`src/rtl/hoir_pkg.sv`:
```
// types, constants and codes shared by the heap object index resolver
package hoir_pkg;

  localparam int ADDR_W        = 48;
  localparam int HEADER_BYTES  = 24;
  localparam int ENTRY_COUNT_W = 11;
  localparam int ALIGN_BITS    = 3;
  localparam int DESC_MIN_BITS = 16;
  localparam int CFG_INDEX_W   = 2;

  localparam logic [1:0] FUNC_START  = 2'd0;
  localparam logic [1:0] FUNC_HEADER = 2'd1;
  localparam logic [1:0] FUNC_LOOKUP = 2'd2;

  localparam logic [CFG_INDEX_W-1:0] CFG_HEAP_BASE   = 2'd0;
  localparam logic [CFG_INDEX_W-1:0] CFG_HEAP_TOP    = 2'd1;
  localparam logic [CFG_INDEX_W-1:0] CFG_HEAP_END    = 2'd2;
  localparam logic [CFG_INDEX_W-1:0] CFG_ATOMIC_DESC = 2'd3;

  typedef enum logic [2:0] {
    STAT_STARTED   = 3'd0,
    STAT_RECORDED  = 3'd1,
    STAT_WALK_DONE = 3'd2,
    STAT_BAD       = 3'd3,
    STAT_FULL      = 3'd4,
    STAT_HIT       = 3'd5,
    STAT_MISS      = 3'd6
  } status_t;

  typedef enum logic [4:0] {
    ST_IDLE,
    ST_START,
    ST_H_TOP,
    ST_H_TOTAL,
    ST_H_END,
    ST_H_WRAP,
    ST_H_LIMIT,
    ST_H_PAST,
    ST_H_DLO,
    ST_H_DHI,
    ST_H_PSTART,
    ST_H_DONE,
    ST_L_BOUND,
    ST_L_LOW,
    ST_L_HIGH,
    ST_S_READ,
    ST_S_CMP,
    ST_L_SUM,
    ST_L_BEND,
    ST_L_FINAL
  } state_t;

  typedef struct packed {
    logic [1:0]        func;
    logic [ADDR_W-1:0] payload_size;
    logic [ADDR_W-1:0] descriptor_address;
    logic [ADDR_W-1:0] lookup_address;
  } item_t;

  typedef struct packed {
    status_t                  status;
    logic [ADDR_W-1:0]        address;
    logic [ENTRY_COUNT_W-1:0] entry_count;
  } result_t;

  typedef struct packed {
    logic              sub;
    logic [ADDR_W-1:0] a;
    logic [ADDR_W-1:0] b;
  } alu_op_t;

  typedef struct packed {
    logic              carry;
    logic [ADDR_W-1:0] sum;
  } alu_res_t;

  typedef struct packed {
    logic [ADDR_W-1:0] pstart;
    logic [ADDR_W-1:0] extent;
  } entry_t;

endpackage

```
`src/rtl/hoir_addsub.sv`:
```
// shared adder/subtractor with carry out, used for the address sums and ordered compares
module hoir_addsub (
  input  hoir_pkg::alu_op_t  op,
  output hoir_pkg::alu_res_t res
);
  import hoir_pkg::*;

  logic [ADDR_W-1:0] b_in;
  logic [ADDR_W:0]   total;

  // subtract: a + ~b + 1, carry set when a >= b
  assign b_in  = op.sub ? ~op.b : op.b;
  assign total = {1'b0, op.a} + {1'b0, b_in} + {{ADDR_W{1'b0}}, op.sub};
  assign res.carry = total[ADDR_W];
  assign res.sum   = total[ADDR_W-1:0];

endmodule

```
`config.mk`:
```
export PLATFORM = sky130hd
export DESIGN_NAME = hoir_addsub
export DESIGN_NICKNAME = d
export VERILOG_FILES = /design/src/rtl/hoir_pkg.sv /design/src/rtl/hoir_addsub.sv
export SDC_FILE = /design/constraint.sdc
export NUM_CORES = 1
export LEC_CHECK = 0
export BUFFER_PORTS_ARGS = -buffer_cell sky130_fd_sc_hd__buf_2
export CORE_MARGIN = 2
export CORE_UTILIZATION = 50
export DETAILED_ROUTE_END_ITERATION = 8
export PLACE_DENSITY = 0.81
export SLEW_MARGIN = 20
export SYNTH_ARGS = -nofsm -noshare
export SYNTH_HDL_FRONTEND = slang
export SYNTH_SLANG_ARGS = --single-unit
export TNS_END_PERCENT = 20
```
`constraint.sdc`:
```
create_clock -name vclk -period 4
set_input_delay 0 -clock vclk [all_inputs]
set_output_delay 0 -clock vclk [all_outputs]
set_load 0.02 [all_outputs]
```
==> metrics.txt <==
status=complete, no violations; worst setup path class=in -> out; # Post-CTS Setup Buffers=0; final setup fails=0; Syn Std Cell Area=about 3200 um2; FF/Latch Area=0 um2; die area=about 7000 um2; largest net degree at the start of global routing=25; global-route wire length before repair=~16000 um; PostCTS Resize Cnt=0; Synth Net Count=a little under 600; warnings from Yosys=0; Die H=about 84 um; hpwl dp=between 8000 and 9000 um; Worst-Margin Slew=just under 0.7 ns; CP Max Fanout=24; critical path cell sequence=buf_2 > buf_4 > xor2_1 > ha_1 > a21o_1 > o21bai_1 > a2111oi_0 > nor2_1 > a31oi_1 > o21a_1 > o21ai_1 > xor2_1 > buf_2; share of the synthesized area in the top cell type=19.57%; GRT overflow=0; Hold Slack=about 0.32 ns; GRT Overall Usage=between 20% and 30%; crit path time final=3.248 ns; initial antenna violation count=0; Hold Path Class=in -> out; layout cells sized above 1=between 20% and 30%; post-synthesis cell type count=50; RSZ-0062 raised after global routing=false; Largest stage delay, worst path=between 0.5 and 0.6 ns; worst vdd ir=between 0.00015 and 0.0002 V; Place WS=between 0.7 and 0.8 ns; Static Leak=2.031 nW; Nets=about 730; Vias=3772; Buf+Inv Stages, Crit Path=3; worst path required time=4.00 ns; CP top delay family=compound AO/OA/AOI/OAI gates; Max Freq=0.3078 GHz; routed wire length=roughly 9400 um; sequential share of the synthesized area=0%; most frequent cells after synthesis=xor2_1 (61), a21oi_1 (53), ha_1 (50); Syn Inst Count=approximately 450; Layout area overhead=23.95%; DR pass1 iterations=5; die width=between 80 and 90 um; vias in the first global route=approximately 3500; vias per inst=around 5.8; count leader, synth=xor2_1; cts hold-fix bufs=0; Max-cap violations=0; Final Cycle Share=between 80 and 90%; nature of the critical path startpoint=input port; initial DRC count=about 160; Core Area=6277 um2; Yosys top cell by area=ha_1; GPL Wtd Cong=0.9533; Post-DRT Antenna Nets=0; crit path capture type=output port; CP max-delay cell=buf_2; Fin. Hold Viols=0; Core Rows=29; largest cells by area after synthesis=ha_1 (20%), xor2_1 (17%), a21oi_1 (8.3%), xnor2_1 (8.2%), a21o_1 (6.6%); drt wl/cell=~14 um; Syn Area/Cell=roughly 7.1 um2; clkbuf count=0; power per cell area=299.4 nW/um2; # diodes=0; Port Buf Inserts=~150; WP data arrival=about 3.3 ns; final setup margin=0.7516 ns; final slew viol count=0; Top Ports=approximately 150; Slew headroom=about 55%; Seq Cell Count=0; Initial Util=50.93%; DRC=0; setup TNS=0 ns
==> metal layers <==
metal | up-vias | routed length, um | share of wire [%] | track usage (%)
met3 | 6 | 527 | 5.6 | 0.8902
met1 | 1706 | 4244 | 45 | 36.31
met4 | 0 | 56 | 0.60 | 1.466
li1 | 1899 | - | - | -
met5 | - | 0 | 0 | 0
met2 | 161 | 4574 | 49 | 45.82
==> layout by cell type (no fill, tap or decap), drive strengths merged, types with 6 or more instances in the layout <==
cell type,instances
buf,148
xor2,61
a21oi,54
ha,50
nand2,34
nor2,31
xnor2,30
a21o,28
o21ai,27
inv,13
nand4,12
a31oi,12
nand3,11
o21bai,10
o21a,6
==> cell families after synthesis <==
kind of cell | after synthesis | synth area share [%]
muxes | 1 | 0.3131
AOI/OAI and AO/OA | 163 | 34.13
buffers and inverters | 33 | 3.914
xor gates and xnor gates | 91 | 24.93
and+or+nand+nor | 110 | 16.52
adders and majority gates | 51 | 20.20
==> worst min-delay path, cell delays in order <==
cell and delay [ns]:
buf_2 0.10, xor2_1 0.06, buf_2 0.15
==> worst paths after layout <==
path	start	end	slack [ns]	depth (start not counted)
hold / removal	op[48]	res[0]	0.32	3
setup / recovery	op[96]	res[47]	0.75	13
==> metrics by stage <==
step	instances	total power [mW]	area (um2)	utilization, %
after floorplan	449	0.8410	3197	-
after global placement	654	1.163	3963	63.13
after detailed placement	654	1.175	3963	63.13
after CTS	654	1.182	3963	63.13
after global routing	654	1.292	3963	63.13
final	654	1.186	3963	63.13
==> area by class of cell <==
| class | instances | area (um2) |
|---|---|---|
| Tap cell | 77 | 96.34 |
| Multi-Input combinational cell | 416 | 3072 |
| Fill cell | 591 | 2315 |
| Timing Repair Buffer | 148 | 745.7 |
| Inverter | 13 | 48.80 |
==> power breakdown <==
part | switching [mW] | internal, mW
combinational | 0.732 | 0.455
clock | 0 | 0
sequential | 0 | 0
total | 0.732 | 0.455
Power figures use the tool's default switching activity.
